--- src/design/smsc_pkg.sv ---
// Shared types and constants for the sample statistics block.
package smsc_pkg;

  localparam int ROWS_PER_COLUMN_DEF = 8;
  localparam int MAX_COLUMNS_DEF     = 12;
  localparam int SAMPLE_W  = 24;
  localparam int COUNT_W   = 7;
  localparam int SUM_W     = 31;
  localparam int DEV_W     = 56;
  localparam int SD_W      = 25;
  localparam int STATUS_W  = 3;
  localparam int FRAC_BITS = 12;
  localparam int DIV_W     = 64;

  localparam logic [STATUS_W-1:0] ST_OK      = 3'd0;
  localparam logic [STATUS_W-1:0] ST_ONE     = 3'd1;
  localparam logic [STATUS_W-1:0] ST_ZERO    = 3'd2;
  localparam logic [STATUS_W-1:0] ST_SAT     = 3'd3;
  localparam logic [STATUS_W-1:0] ST_DROPPED = 3'd4;

  typedef enum logic [3:0] {
    S_LOAD, S_MEAN_GO, S_MEAN_WAIT, S_DEV_RD, S_DEV_ACC, S_VAR_GO, S_VAR_WAIT,
    S_SQRT, S_CV_GO, S_CV_WAIT, S_OUT
  } smsc_state_t;

  typedef struct packed {
    logic load;       // store and accumulate the incoming sample
    logic mean_start; // divide running sum by count
    logic mean_take;
    logic dev_clear;
    logic dev_read;   // issue store read at pass index
    logic dev_acc;    // accumulate squared deviation
    logic var_start;
    logic var_take;
    logic sqrt_start;
    logic cv_start;
    logic cv_take;
    logic out_load;
    logic set_clear;
  } smsc_cmd_t;

  typedef struct packed {
    logic div_done;
    logic sqrt_done;
    logic pass_end;   // last stored sample issued
    logic multi;      // more than one sample
    logic mean_nz;
  } smsc_stat_t;

endpackage

--- src/design/smsc_ram.sv ---
// Generic single-port-write, registered-read RAM.
module smsc_ram #(
  parameter int WIDTH = 24,
  parameter int DEPTH = 96
) (
  input  logic                     clk,
  input  logic                     wr_en,
  input  logic [$clog2(DEPTH)-1:0] wr_addr,
  input  logic [WIDTH-1:0]         wr_data,
  input  logic [$clog2(DEPTH)-1:0] rd_addr,
  output logic [WIDTH-1:0]         rd_data
);
  logic [WIDTH-1:0] mem [DEPTH];

  always_ff @(posedge clk) begin
    if (wr_en) mem[wr_addr] <= wr_data;
    rd_data <= mem[rd_addr];
  end
endmodule

--- src/design/smsc_div.sv ---
// Restoring signed divider, one quotient bit per cycle, truncates toward zero.
module smsc_div
  import smsc_pkg::*;
(
  input  logic                    clk,
  input  logic                    rst_n,
  input  logic                    start,
  input  logic signed [DIV_W-1:0] dividend,
  input  logic signed [DIV_W-1:0] divisor,
  output logic                    done,
  output logic signed [DIV_W-1:0] quotient
);
  localparam int CNT_W = $clog2(DIV_W + 1);

  logic [DIV_W-1:0] q_r, q_nxt;
  logic [DIV_W-1:0] rem_r, rem_nxt;
  logic [DIV_W-1:0] den_r, den_nxt;
  logic             neg_r, neg_nxt;
  logic [CNT_W-1:0] cnt_r, cnt_nxt;
  logic             busy_r, busy_nxt;
  logic             done_r, done_nxt;
  logic [DIV_W:0]   trial;
  logic [DIV_W-1:0] shifted;

  always_comb begin
    q_nxt    = q_r;
    rem_nxt  = rem_r;
    den_nxt  = den_r;
    neg_nxt  = neg_r;
    cnt_nxt  = cnt_r;
    busy_nxt = busy_r;
    done_nxt = 1'b0;
    shifted  = {rem_r[DIV_W-2:0], q_r[DIV_W-1]};
    trial    = {1'b0, shifted} - {1'b0, den_r};
    if (start) begin
      q_nxt    = dividend[DIV_W-1] ? DIV_W'(-dividend) : dividend;
      den_nxt  = divisor[DIV_W-1] ? DIV_W'(-divisor) : divisor;
      neg_nxt  = dividend[DIV_W-1] ^ divisor[DIV_W-1];
      rem_nxt  = '0;
      cnt_nxt  = CNT_W'(DIV_W);
      busy_nxt = 1'b1;
    end else if (busy_r) begin
      // remainder stays below divisor; a set remainder MSB means the shifted value overflows, so subtract
      if (!trial[DIV_W] || rem_r[DIV_W-1]) begin
        rem_nxt = trial[DIV_W-1:0];
        q_nxt   = {q_r[DIV_W-2:0], 1'b1};
      end else begin
        rem_nxt = shifted;
        q_nxt   = {q_r[DIV_W-2:0], 1'b0};
      end
      cnt_nxt = cnt_r - 1'b1;
      if (cnt_r == CNT_W'(1)) begin
        busy_nxt = 1'b0;
        done_nxt = 1'b1;
      end
    end
  end

  always_ff @(posedge clk) begin
    if (!rst_n) begin
      busy_r <= 1'b0;
      done_r <= 1'b0;
      cnt_r  <= '0;
    end else begin
      busy_r <= busy_nxt;
      done_r <= done_nxt;
      cnt_r  <= cnt_nxt;
    end
    q_r   <= q_nxt;
    rem_r <= rem_nxt;
    den_r <= den_nxt;
    neg_r <= neg_nxt;
  end

  assign done     = done_r;
  assign quotient = neg_r ? DIV_W'(-q_r) : q_r;
endmodule

--- src/design/smsc_sqrt.sv ---
// Digit-by-digit floor square root, one result bit per cycle.
module smsc_sqrt
  import smsc_pkg::*;
(
  input  logic             clk,
  input  logic             rst_n,
  input  logic             start,
  input  logic [DEV_W-1:0] radicand,
  output logic             done,
  output logic [DEV_W/2-1:0] root
);
  localparam int RW    = DEV_W / 2;
  localparam int CNT_W = $clog2(RW + 1);

  logic [DEV_W-1:0] val_r, val_nxt;
  logic [RW+1:0]    rem_r, rem_nxt;
  logic [RW-1:0]    root_r, root_nxt;
  logic [CNT_W-1:0] cnt_r, cnt_nxt;
  logic             busy_r, busy_nxt;
  logic             done_r, done_nxt;
  logic [RW+1:0]    cur;
  logic [RW+1:0]    tst;

  always_comb begin
    val_nxt  = val_r;
    rem_nxt  = rem_r;
    root_nxt = root_r;
    cnt_nxt  = cnt_r;
    busy_nxt = busy_r;
    done_nxt = 1'b0;
    cur      = {rem_r[RW-1:0], val_r[DEV_W-1:DEV_W-2]};
    tst      = {root_r, 2'b01};
    if (start) begin
      val_nxt  = radicand;
      rem_nxt  = '0;
      root_nxt = '0;
      cnt_nxt  = CNT_W'(RW);
      busy_nxt = 1'b1;
    end else if (busy_r) begin
      val_nxt = {val_r[DEV_W-3:0], 2'b00};
      if (cur >= tst) begin
        rem_nxt  = cur - tst;
        root_nxt = {root_r[RW-2:0], 1'b1};
      end else begin
        rem_nxt  = cur;
        root_nxt = {root_r[RW-2:0], 1'b0};
      end
      cnt_nxt = cnt_r - 1'b1;
      if (cnt_r == CNT_W'(1)) begin
        busy_nxt = 1'b0;
        done_nxt = 1'b1;
      end
    end
  end

  always_ff @(posedge clk) begin
    if (!rst_n) begin
      busy_r <= 1'b0;
      done_r <= 1'b0;
      cnt_r  <= '0;
    end else begin
      busy_r <= busy_nxt;
      done_r <= done_nxt;
      cnt_r  <= cnt_nxt;
    end
    val_r  <= val_nxt;
    rem_r  <= rem_nxt;
    root_r <= root_nxt;
  end

  assign done = done_r;
  assign root = root_r;
endmodule

--- src/design/smsc_ctrl.sv ---
// Controller state machine: sequences load, mean, deviation pass, variance, sqrt, cv, output.
module smsc_ctrl
  import smsc_pkg::*;
(
  input  logic       clk,
  input  logic       rst_n,
  input  logic       in_valid,
  input  logic       in_last,
  output logic       in_stall,
  output logic       out_valid,
  input  logic       out_stall,
  input  smsc_stat_t stat,
  output smsc_cmd_t  cmd
);
  smsc_state_t state_r, state_nxt;
  logic        acc_r;   // read data valid next cycle in the deviation pass
  logic        ovalid_r, ovalid_nxt;
  logic        take;

  assign take = in_valid && !in_stall;
  // output register may be full as long as it drains before the next result
  assign in_stall  = (state_r != S_LOAD) || (in_last && ovalid_r && out_stall);
  assign out_valid = ovalid_r;

  always_comb begin
    state_nxt = state_r;
    case (state_r)
      S_LOAD:      if (take && in_last) state_nxt = S_MEAN_GO;
      S_MEAN_GO:   state_nxt = S_MEAN_WAIT;
      S_MEAN_WAIT: if (stat.div_done) state_nxt = S_DEV_RD;
      S_DEV_RD:    if (stat.pass_end) state_nxt = S_DEV_ACC;
      S_DEV_ACC:   state_nxt = stat.multi ? S_VAR_GO : S_OUT;
      S_VAR_GO:    state_nxt = S_VAR_WAIT;
      S_VAR_WAIT:  if (stat.div_done) state_nxt = S_SQRT;
      S_SQRT:      if (stat.sqrt_done) state_nxt = stat.mean_nz ? S_CV_GO : S_OUT;
      S_CV_GO:     state_nxt = S_CV_WAIT;
      S_CV_WAIT:   if (stat.div_done) state_nxt = S_OUT;
      S_OUT:       if (!ovalid_r || !out_stall) state_nxt = S_LOAD;
      default:     state_nxt = S_LOAD;
    endcase
  end

  always_comb begin
    cmd = '0;
    ovalid_nxt = ovalid_r && out_stall;
    cmd.load = take;
    case (state_r)
      S_MEAN_GO:   cmd.mean_start = 1'b1;
      S_MEAN_WAIT: begin
        cmd.mean_take = stat.div_done;
        cmd.dev_clear = stat.div_done;
      end
      S_DEV_RD:    cmd.dev_read = 1'b1;
      S_VAR_GO:    cmd.var_start = 1'b1;
      S_VAR_WAIT:  begin
        cmd.var_take   = stat.div_done;
        cmd.sqrt_start = stat.div_done;
      end
      S_SQRT:      cmd.cv_start = 1'b0;
      S_CV_GO:     cmd.cv_start = 1'b1;
      S_CV_WAIT:   cmd.cv_take = stat.div_done;
      S_OUT:       if (!ovalid_r || !out_stall) begin
        cmd.out_load  = 1'b1;
        cmd.set_clear = 1'b1;
        ovalid_nxt    = 1'b1;
      end
      default:     ;
    endcase
    cmd.dev_acc = acc_r;
  end

  always_ff @(posedge clk) begin
    if (!rst_n) begin
      state_r  <= S_LOAD;
      acc_r    <= 1'b0;
      ovalid_r <= 1'b0;
    end else begin
      state_r  <= state_nxt;
      acc_r    <= cmd.dev_read;
      ovalid_r <= ovalid_nxt;
    end
  end
endmodule

--- src/design/smsc_dp.sv ---
// Datapath: sample store, sums, divider and square root units, result register.
module smsc_dp
  import smsc_pkg::*;
(
  input  logic                       clk,
  input  logic                       rst_n,
  input  smsc_cmd_t                  cmd,
  output smsc_stat_t                 stat,
  input  logic signed [SAMPLE_W-1:0] in_conc_value,
  output logic [COUNT_W-1:0]         out_sample_count,
  output logic signed [SAMPLE_W-1:0] out_mean_value,
  output logic [SD_W-1:0]            out_std_dev,
  output logic signed [SAMPLE_W-1:0] out_coeff_var,
  output logic [STATUS_W-1:0]        out_status
);
  localparam int DEPTH  = ROWS_PER_COLUMN_DEF * MAX_COLUMNS_DEF;
  localparam int ADDR_W = $clog2(DEPTH);

  logic signed [SUM_W-1:0]    sum_r;
  logic [COUNT_W-1:0]         cnt_r;
  logic                       ovf_r;
  logic [COUNT_W-1:0]         idx_r;
  logic [DEV_W-1:0]           dev_r;
  logic signed [SAMPLE_W-1:0] mean_r;
  logic [DEV_W-1:0]           var_r;
  logic [SD_W-1:0]            sd_r;
  logic signed [SAMPLE_W-1:0] cv_r;
  logic                       sat_r;
  logic                       sqrt_go_r;  // variance is registered in the cycle before sqrt start
  logic [SAMPLE_W-1:0]        rd_data;
  logic                       full;
  logic signed [SAMPLE_W:0]   diff;
  logic [SAMPLE_W:0]          adiff;
  logic                       div_start, div_done;
  logic signed [DIV_W-1:0]    div_a, div_b, div_q;
  logic                       sqrt_done;
  logic [DEV_W/2-1:0]         root;
  logic [SD_W-1:0]            root_sat;
  logic [STATUS_W-1:0]        status;

  assign full = (cnt_r == COUNT_W'(DEPTH));

  smsc_ram #(.WIDTH(SAMPLE_W), .DEPTH(DEPTH)) u_store (
    .clk     (clk),
    .wr_en   (cmd.load && !full),
    .wr_addr (cnt_r[ADDR_W-1:0]),
    .wr_data (in_conc_value),
    .rd_addr (idx_r[ADDR_W-1:0]),
    .rd_data (rd_data)
  );

  // one divider shared by mean, variance and cv
  assign div_start = cmd.mean_start || cmd.var_start || cmd.cv_start;
  always_comb begin
    if (cmd.mean_start) begin
      div_a = DIV_W'(sum_r);
      div_b = DIV_W'(cnt_r);
    end else if (cmd.var_start) begin
      div_a = DIV_W'(dev_r);
      div_b = DIV_W'(cnt_r - 1'b1);
    end else begin
      div_a = DIV_W'({sd_r, {FRAC_BITS{1'b0}}});
      div_b = DIV_W'(mean_r);
    end
  end

  smsc_div u_div (
    .clk(clk), .rst_n(rst_n), .start(div_start),
    .dividend(div_a), .divisor(div_b), .done(div_done), .quotient(div_q)
  );

  smsc_sqrt u_sqrt (
    .clk(clk), .rst_n(rst_n), .start(sqrt_go_r), .radicand(var_r),
    .done(sqrt_done), .root(root)
  );

  assign root_sat = (root > (DEV_W/2)'({SD_W{1'b1}})) ? '1 : SD_W'(root);

  assign diff  = (SAMPLE_W+1)'(mean_r) - (SAMPLE_W+1)'(signed'(rd_data));
  assign adiff = diff[SAMPLE_W] ? (SAMPLE_W+1)'(-diff) : (SAMPLE_W+1)'(diff);

  assign stat.div_done  = div_done;
  assign stat.sqrt_done = sqrt_done;
  assign stat.pass_end  = (idx_r + 1'b1 >= cnt_r);
  assign stat.multi     = (cnt_r > COUNT_W'(1));
  assign stat.mean_nz   = (mean_r != '0);

  always_comb begin
    if (ovf_r)                      status = ST_DROPPED;
    else if (!stat.multi)           status = ST_ONE;
    else if (mean_r == '0)          status = ST_ZERO;
    else if (sat_r)                 status = ST_SAT;
    else                            status = ST_OK;
  end

  always_ff @(posedge clk) begin
    if (!rst_n) sqrt_go_r <= 1'b0;
    else        sqrt_go_r <= cmd.sqrt_start;
  end

  always_ff @(posedge clk) begin
    if (!rst_n || cmd.set_clear) begin
      sum_r <= '0;
      cnt_r <= '0;
      ovf_r <= 1'b0;
    end else if (cmd.load) begin
      if (full) ovf_r <= 1'b1;
      else begin
        sum_r <= sum_r + SUM_W'(in_conc_value);
        cnt_r <= cnt_r + 1'b1;
      end
    end
    if (cmd.mean_take) begin
      mean_r <= SAMPLE_W'(div_q);
      sd_r   <= '0;
      cv_r   <= '0;
      sat_r  <= 1'b0;
    end
    if (cmd.dev_clear) begin
      dev_r <= '0;
      idx_r <= '0;
    end else begin
      if (cmd.dev_read) idx_r <= idx_r + 1'b1;
      if (cmd.dev_acc)  dev_r <= dev_r + DEV_W'(adiff * adiff);
    end
    if (cmd.var_take) var_r <= DEV_W'(div_q);
    if (sqrt_done)    sd_r  <= root_sat;
    if (cmd.cv_take) begin
      if (div_q > DIV_W'(8388607)) begin
        cv_r <= 24'sh7FFFFF; sat_r <= 1'b1;
      end else if (div_q < -DIV_W'(8388608)) begin
        cv_r <= 24'sh800000; sat_r <= 1'b1;
      end else cv_r <= SAMPLE_W'(div_q);
    end
    if (cmd.out_load) begin
      out_sample_count <= cnt_r;
      out_mean_value   <= mean_r;
      out_std_dev      <= sd_r;
      out_coeff_var    <= cv_r;
      out_status       <= status;
    end
  end
endmodule

--- src/design/sample_mean_sd_cv.sv ---
// Top level of the sample mean / standard deviation / coefficient of variation block.
//
//  channel | ports                                    | direction
//  in      | in_valid, in_stall, in_conc_value, in_last | request into block
//  out     | out_valid, out_stall, out_sample_count, out_mean_value,
//          | out_std_dev, out_coeff_var, out_status   | result out of block
//
// Samples load one per cycle into the store while in_stall is low. On the last
// request the block stops taking input and runs: mean divide, a read pass through
// the store's registered port, variance divide, square root and cv divide; a
// one-sample set skips from the pass to output and a zero mean skips the cv
// divide. The divider is the shared bottleneck. Reset (rst_n, synchronous)
// clears the set and the output valid flag. A stalled result holds in the
// output register while the next set loads; only its closing request waits.
module sample_mean_sd_cv
  import smsc_pkg::*;
(
  input  logic                       clk,
  input  logic                       rst_n,
  input  logic                       in_valid,
  output logic                       in_stall,
  input  logic signed [SAMPLE_W-1:0] in_conc_value,
  input  logic                       in_last,
  output logic                       out_valid,
  input  logic                       out_stall,
  output logic [COUNT_W-1:0]         out_sample_count,
  output logic signed [SAMPLE_W-1:0] out_mean_value,
  output logic [SD_W-1:0]            out_std_dev,
  output logic signed [SAMPLE_W-1:0] out_coeff_var,
  output logic [STATUS_W-1:0]        out_status
);
  smsc_cmd_t  cmd;
  smsc_stat_t stat;

  smsc_ctrl u_ctrl (
    .clk(clk), .rst_n(rst_n), .in_valid(in_valid), .in_last(in_last),
    .in_stall(in_stall), .out_valid(out_valid), .out_stall(out_stall),
    .stat(stat), .cmd(cmd)
  );

  smsc_dp u_dp (
    .clk(clk), .rst_n(rst_n), .cmd(cmd), .stat(stat),
    .in_conc_value(in_conc_value),
    .out_sample_count(out_sample_count), .out_mean_value(out_mean_value),
    .out_std_dev(out_std_dev), .out_coeff_var(out_coeff_var),
    .out_status(out_status)
  );
endmodule

--- config.mk ---
export PLATFORM = sky130hd
export DESIGN_NAME = sample_mean_sd_cv
export DESIGN_NICKNAME = d
export VERILOG_FILES = /design/src/design/smsc_pkg.sv /design/src/design/smsc_ram.sv /design/src/design/smsc_div.sv /design/src/design/smsc_sqrt.sv /design/src/design/smsc_ctrl.sv /design/src/design/smsc_dp.sv /design/src/design/sample_mean_sd_cv.sv
export SDC_FILE = /design/constraint.sdc
export NUM_CORES = 2
export LEC_CHECK = 0
export ABC_AREA = 0
export BUFFER_PORTS_ARGS = -buffer_cell sky130_fd_sc_hd__buf_2
export CAP_MARGIN = 20
export CORE_MARGIN = 2
export CORE_UTILIZATION = 57
export CTS_CLUSTER_SIZE = 30
export DETAILED_ROUTE_END_ITERATION = 7
export PLACE_DENSITY = 0.73
export SLEW_MARGIN = 20
export SYNTH_ARGS = -nofsm -noshare
export SYNTH_HDL_FRONTEND = slang
export SYNTH_HIERARCHICAL = 1
export SYNTH_SLANG_ARGS = --single-unit
export TNS_END_PERCENT = 100
--- constraint.sdc ---
create_clock -name clk -period 15.89 [get_ports clk]
set_clock_uncertainty 0.05 [all_clocks]
set_input_delay 2.3835 -clock clk [delete_from_list [all_inputs] [get_ports clk]]
set_output_delay 2.3835 -clock clk [all_outputs]
set_load 0.01 [all_outputs]
== After elaboration in Yosys (flattened, before gate mapping) ==
Memory sizes are Yosys's and may differ from the RTL's. A register that Yosys moved wholly into a read port is not among the register bits.
Cells that the tools add are included.

* Register bits: 643
* Input bits: 29
* RAM bits: 2304
* Word-level logic and storage cells: 184
* Memories kept: 1

{| class="wikitable"
|+ Memory list
! memory !! depth !! bits a word !! read ports !! clocked after Yosys merged registers in !! write ports !! RTL line !! source
|-
| u_dp.u_store.mem || 96 || 24 || 1 || 1 || 1 || smsc_ram.sv:13 || <nowiki>logic [WIDTH-1:0] mem [DEPTH];</nowiki>
|}

* Add/subtract/negate cells: 14
* Mux-type cells: 65
* Bitwise gates (word level): 6
* $lt $le $gt $ge: 6
* Eq/ne operators: 20
* Reduce and logical (&&, ||, !) cells: 35
* Multiply operators: 1

{| class="wikitable"
|+ Operators with widths
! kind !! number
|-
| $mux 64 || 8
|-
| $neg 64->64 || 3
|-
| $mux 56 || 3
|-
| $mux 25 || 4
|-
| $mux 24 || 4
|-
| $sub 64x64->65 || 1
|-
| $gt 64x24->1 const B || 1
|-
| $lt 64x24->1 const B || 1
|-
| $mux 63 || 1
|-
| $add 56x50->56 || 1
|-
| $mul 25x25->50 || 1
|-
| $pmux 4 s11 || 1
|-
| $mux 4 || 8
|-
| $add 31x24->31 || 1
|-
| $ge 30x30->1 || 1
|-
| $gt 28x25->1 const B || 1
|-
| $mux 28 || 1
|-
| $sub 28x28->28 || 1
|-
| $neg 25->25 || 1
|-
| $sub 24x24->25 || 1
|-
| $logic_not 24->1 || 1
|-
| $reduce_bool 24->1 || 1
|-
| $mux 1 || 23
|-
| $eq 4x3->1 const B || 4
|-
| 30 further kinds || 74
|}

== Logic depth before layout (Yosys ltp) ==
* Depth after elaboration: 8
* Depth in mapped cells: 43
* Gate-level depth less buffers: 41

== Cells and area by module ==
The synthesis kept the hierarchy.

{| class="wikitable"
|+ By module, submodules not included
! module !! times used !! area an instance (µm²) !! cells each
|-
| smsc_ram || 1 || 89474.6 || 4060
|-
| smsc_dp || 1 || 34923.5 || 3598
|-
| smsc_div || 1 || 15780.1 || 1908
|-
| smsc_sqrt || 1 || 6521.3 || 618
|-
| smsc_ctrl || 1 || 566.8 || 71
|}

== Least setup slack after synthesis ==
OpenSTA, ideal clock, no wires.

* Path kind: reg-to-reg
* Start: register u_dp.mean_r[0]
* End: register u_dp.dev_r[54]
* Required time: 15712 ps
* Slack: 5896 ps
* Arrival time: 9816 ps
* Clock period less this slack: 9994 ps
* Path buffers: 3
* Library setup time: 128 ps
* Cell stages (with the launch flop): 42
* Cells stage by stage: edfxtp_1 > inv_1 > ha_1 > fa_1 > nand2b_1 > a21oi_1 > o22a_1 > buf_6 > xnor2_4 > o311ai_1 > or3_4 > nor4_1 > a31oi_1 > xor2_1 > inv_2 > buf_4 > nand2_1 > fa_1 > [... 6 more ...] > fa_1 > fa_1 > inv_1 > fa_1 > inv_1 > ha_1 > clkbuf_1 > a21oi_1 > o21ai_0 > a31oi_1 > o21ai_0 > a211oi_1 > o21ai_0 > a21boi_0 > nor2_1 > o311ai_0 > xor2_1 > nor2_1

* Cells in the longest elaborated chain, start to end: 5

{| class="wikitable"
|+ RTL lines
! what !! RTL line !! source
|-
| start, declared || smsc_dp.sv:24 || <nowiki>logic signed [SAMPLE_W-1:0] mean_r;</nowiki>
|-
| start signal, assigned || smsc_dp.sv:114 || <nowiki>mean_r <= SAMPLE_W'(div_q);</nowiki>
|-
| $sub 24x24->25 * || smsc_dp.sv:79 || <nowiki>assign diff = (SAMPLE_W+1)'(mean_r) - (SAMPLE_W+1)'(signed'(rd_data));</nowiki>
|-
| $neg 25->25 || smsc_dp.sv:80 || <nowiki>assign adiff = diff[SAMPLE_W] ? (SAMPLE_W+1)'(-diff) : (SAMPLE_W+1)'(diff);</nowiki>
|-
| $mux 25 * || smsc_dp.sv:80 ||
|-
| $mul 25x25->50 * || smsc_dp.sv:124 || <nowiki>if (cmd.dev_acc) dev_r <= dev_r + DEV_W'(adiff * adiff);</nowiki>
|-
| $add 56x50->56 * || smsc_dp.sv:124 ||
|-
| end signal, assigned || smsc_dp.sv:124 ||
|-
| end, declared || smsc_dp.sv:23 || <nowiki>logic [DEV_W-1:0] dev_r;</nowiki>
|}

Mark *: on every way between the ends. The rest lies on a longest branch, timed or not.
A chain may end at the register's enable or synchronous reset.

== Worst setup path after layout ==
Same ends and word-level chain as after synthesis.

==> results.txt <==
PostCTS Resize Cnt -> 0
TritonCTS clock tree -> done
Mapped Cells -> 10300
Hold buffers post-CTS -> 0
Area contributors post-synth -> edfxtp_1, mux4_2, fa_1
Crit path launch type -> flop
RePlAce Congestion -> 0.962
Max-Cap Viols -> 0
RSZ-0062 raised after global routing -> false
Top Ports -> 114
Final net count -> 11400
Post-synthesis cell type with the largest combined area -> edfxtp_1
Antenna violations before repair -> 24
CTS sink count -> 2971
Syn Std Cell Area -> 147000 sq um
Syn avg cell area -> 14.4 sq um
CP startpoint -> u_dp/mean_r[0]
Vias in the first global route -> 90700
Dpl ws -> 3470 ps
Status -> completed
Yosys reg bits -> 2971
Worst-Skew Late Latency -> 920 ps
Core Box Area -> 257000 sq um
Commonest non-fill, non-tap cell in the layout -> edfxtp_1
Filler cell count in the final layout -> 18300
Final wirelength -> 416 mm
Remaining global-route overflow -> 0
Via density -> 6.46
Kind of critical path -> flop to flop
H-Tree Depth -> 5
Yosys top cell area share -> 55.1%
Worst-path clk slew -> 60 ps
Seq/Total Area, Yosys -> 58.7%
Most frequent cells in the layout -> edfxtp_1, inv_1, nand2_1
Tcrit/Tclk final -> 78.9%
Prevailing post-synth register cell -> edfxtp_1
Initial drt markers -> 12400
Share of cells above drive strength 1 -> 15.2%
Clk buf depth -> 4
Startpoint of the worst hold path -> u_dp/cv_r[17]
Final Hold Viols -> 0
Initial Utilization -> 57.3%
CTS Root Cell -> clkbuf_16
Total GRT Usage -> 31.4%
Setup tns final -> 0 ps
CP Capture Type -> flop
Hold WS -> 366 ps
Crit path DAT -> 13190 ps
Buffers on Ports -> 113
Fin util -> 63.1%
Post-route setup slack -> 3360 ps
# DRC -> 0
Dpl hpwl -> 271 mm
Unique masters post-synth -> 117
Final setup viols -> 0
DRT Pass-1 Iters -> 8
CTS Buf Count -> 312
Row Count -> 186
DR vias -> 91000
Worst hold path type -> flop to flop
Post-synth EDFFs -> 2701
Worst r2r src -> u_dp/mean_r[0]
Routed Antenna Nets -> 0
Die footprint -> 262000 sq um
Worst Max-Slew Pin Slew -> 1210 ps
Slowest CP cell -> inv_1
Yosys Warn Count -> 6
Pins over their slew limit -> 0
Crit path largest cell delay -> 710 ps
# Post-CTS Setup Buffers -> 0
Die width -> 512 microns
Worst EP required -> 16540 ps
Die height -> 512 microns
Largest net degree at the start of global routing -> 203
Rel. slew slack -> 19.4%
Crit-path max FO -> 17
Post-layout min period -> 12530 ps
DR WL/cell -> 29.5 microns
Max Fclk -> 79.8 MHz
First-pass GRT wire length -> 605 mm
Worst path most repeated cell -> fa_1
Area delta synth->final -> 10.1%
FFs w/ async S/R, synth -> 0%
## cell type report
class / count / area (sq um) / share of cell area, %
diodes: 11 / 27.5 / 0.0170
clock buffers: 400 / 8400 / 5.18
clock inverters: 161 / 1600 / 0.984
inverters: 856 / 3220 / 1.98
multi-input cells: 5940 / 55500 / 34.2
flip-flops and latches: 2971 / 86500 / 53.4
well taps: 3384 / 4230 / 2.61
repair buffers: 373 / 2710 / 1.67
## logic make-up (layout without fill, tap and decap cells)
logic type	Yosys count	in the layout	synth area share (%)
flip-flops	2971	2971	58.7
multiplexers	1000	1000	11.2
AND/OR/NAND/NOR	2113	2113	6.73
XOR/XNOR	395	395	2.38
AO/OA/AOI/OAI	1530	1530	6.88
adder cells (fa/ha/maj)	882	882	10.2
buffers and inverters	1362	1790	3.92
other	2	31	0.00510
## synthesized netlist by cell type (19+ instances only)
cell / count
fa_1: 524
ha_1: 358
o21ai_0: 292
a211oi_1: 86
a21boi_0: 33
nor2b_1: 68
clkbuf_1: 278
or4_1: 30
edfxtp_1: 2701
o22ai_1: 35
a22oi_1: 96
a221oi_1: 19
a21oi_1: 375
xnor2_1: 252
a31oi_1: 42
nand3_1: 132
buf_1: 55
xor2_1: 138
buf_6: 41
buf_4: 53
nor3_1: 86
nor4_1: 44
o21a_1: 78
mux2_2: 90
o21bai_1: 25
o211ai_1: 52
or2_2: 34
and2_1: 49
or3_1: 69
nand2_1: 654
nand4_1: 79
mux4_2: 500
a21o_1: 116
inv_1: 845
dfxtp_1: 270
nor2_1: 672
and3_1: 48
nand2b_1: 58
buf_2: 74
mux2i_1: 405
o31ai_1: 69
## per-layer routing
| metal | global-route usage (%) | share of wire [%] | vias up |
|---|---|---|---|
| met1 | 43.4 | 38 | 46300 |
| li1 | - | - | 38500 |
| met5 | 0 | 0.027 | - |
| met2 | 48.7 | 46 | 5287 |
| met3 | 6.89 | 11 | 984 |
| met4 | 13.1 | 4.9 | 14 |
## through the flow
stage	cell area [sq um]	std cells
2_1_floorplan	147000	10300
3_3_place_gp	152000	13500
3_5_place_dp	152000	13500
4_1_cts	162000	14100
5_1_grt	162000	14100
6_report	162000	14100
## registers in the layout, summed over array words and instances, names as in the netlist, 25 cells and up
| name | count |
|---|---|
| u_dp/var_r | 56 |
| u_dp/u_div/rem_r | 64 |
| u_dp/u_sqrt/val_r | 56 |
| u_dp/u_div/q_r | 64 |
| u_dp/sd_r | 25 |
| u_dp/sum_r | 31 |
| u_dp/dev_r | 56 |
| u_dp/u_store/mem | 2304 |
| u_dp/out_std_dev | 25 |
| u_dp/u_div/den_r | 64 |
| u_dp/u_sqrt/root | 28 |
| u_dp/u_sqrt/rem_r | 28 |
## worst max-delay path, delay by kind of cell, from the launching register on
family                   cells  cell delay [ps]
adder cells (fa/ha/maj)     10             4740
AO/OA/AOI/OAI               11             3480
AND/OR/NAND/NOR              8             2030
buffers and inverters        6             1190
XOR/XNOR                     3              480
flip-flops                   1              400
## path summary, 6_finish.rpt
path,end,slack [ps],depth (start not counted)
worst max register to register,u_dp/dev_r[54],3360,38
worst min-delay path,u_dp/out_coeff_var[17],370,0
worst max-delay path,u_dp/dev_r[54],3360,38
worst min register to register,u_dp/out_coeff_var[17],370,0
Power is not shown: default switching activity piles up to over one toggle a cycle in this logic, so the estimate is an artifact.
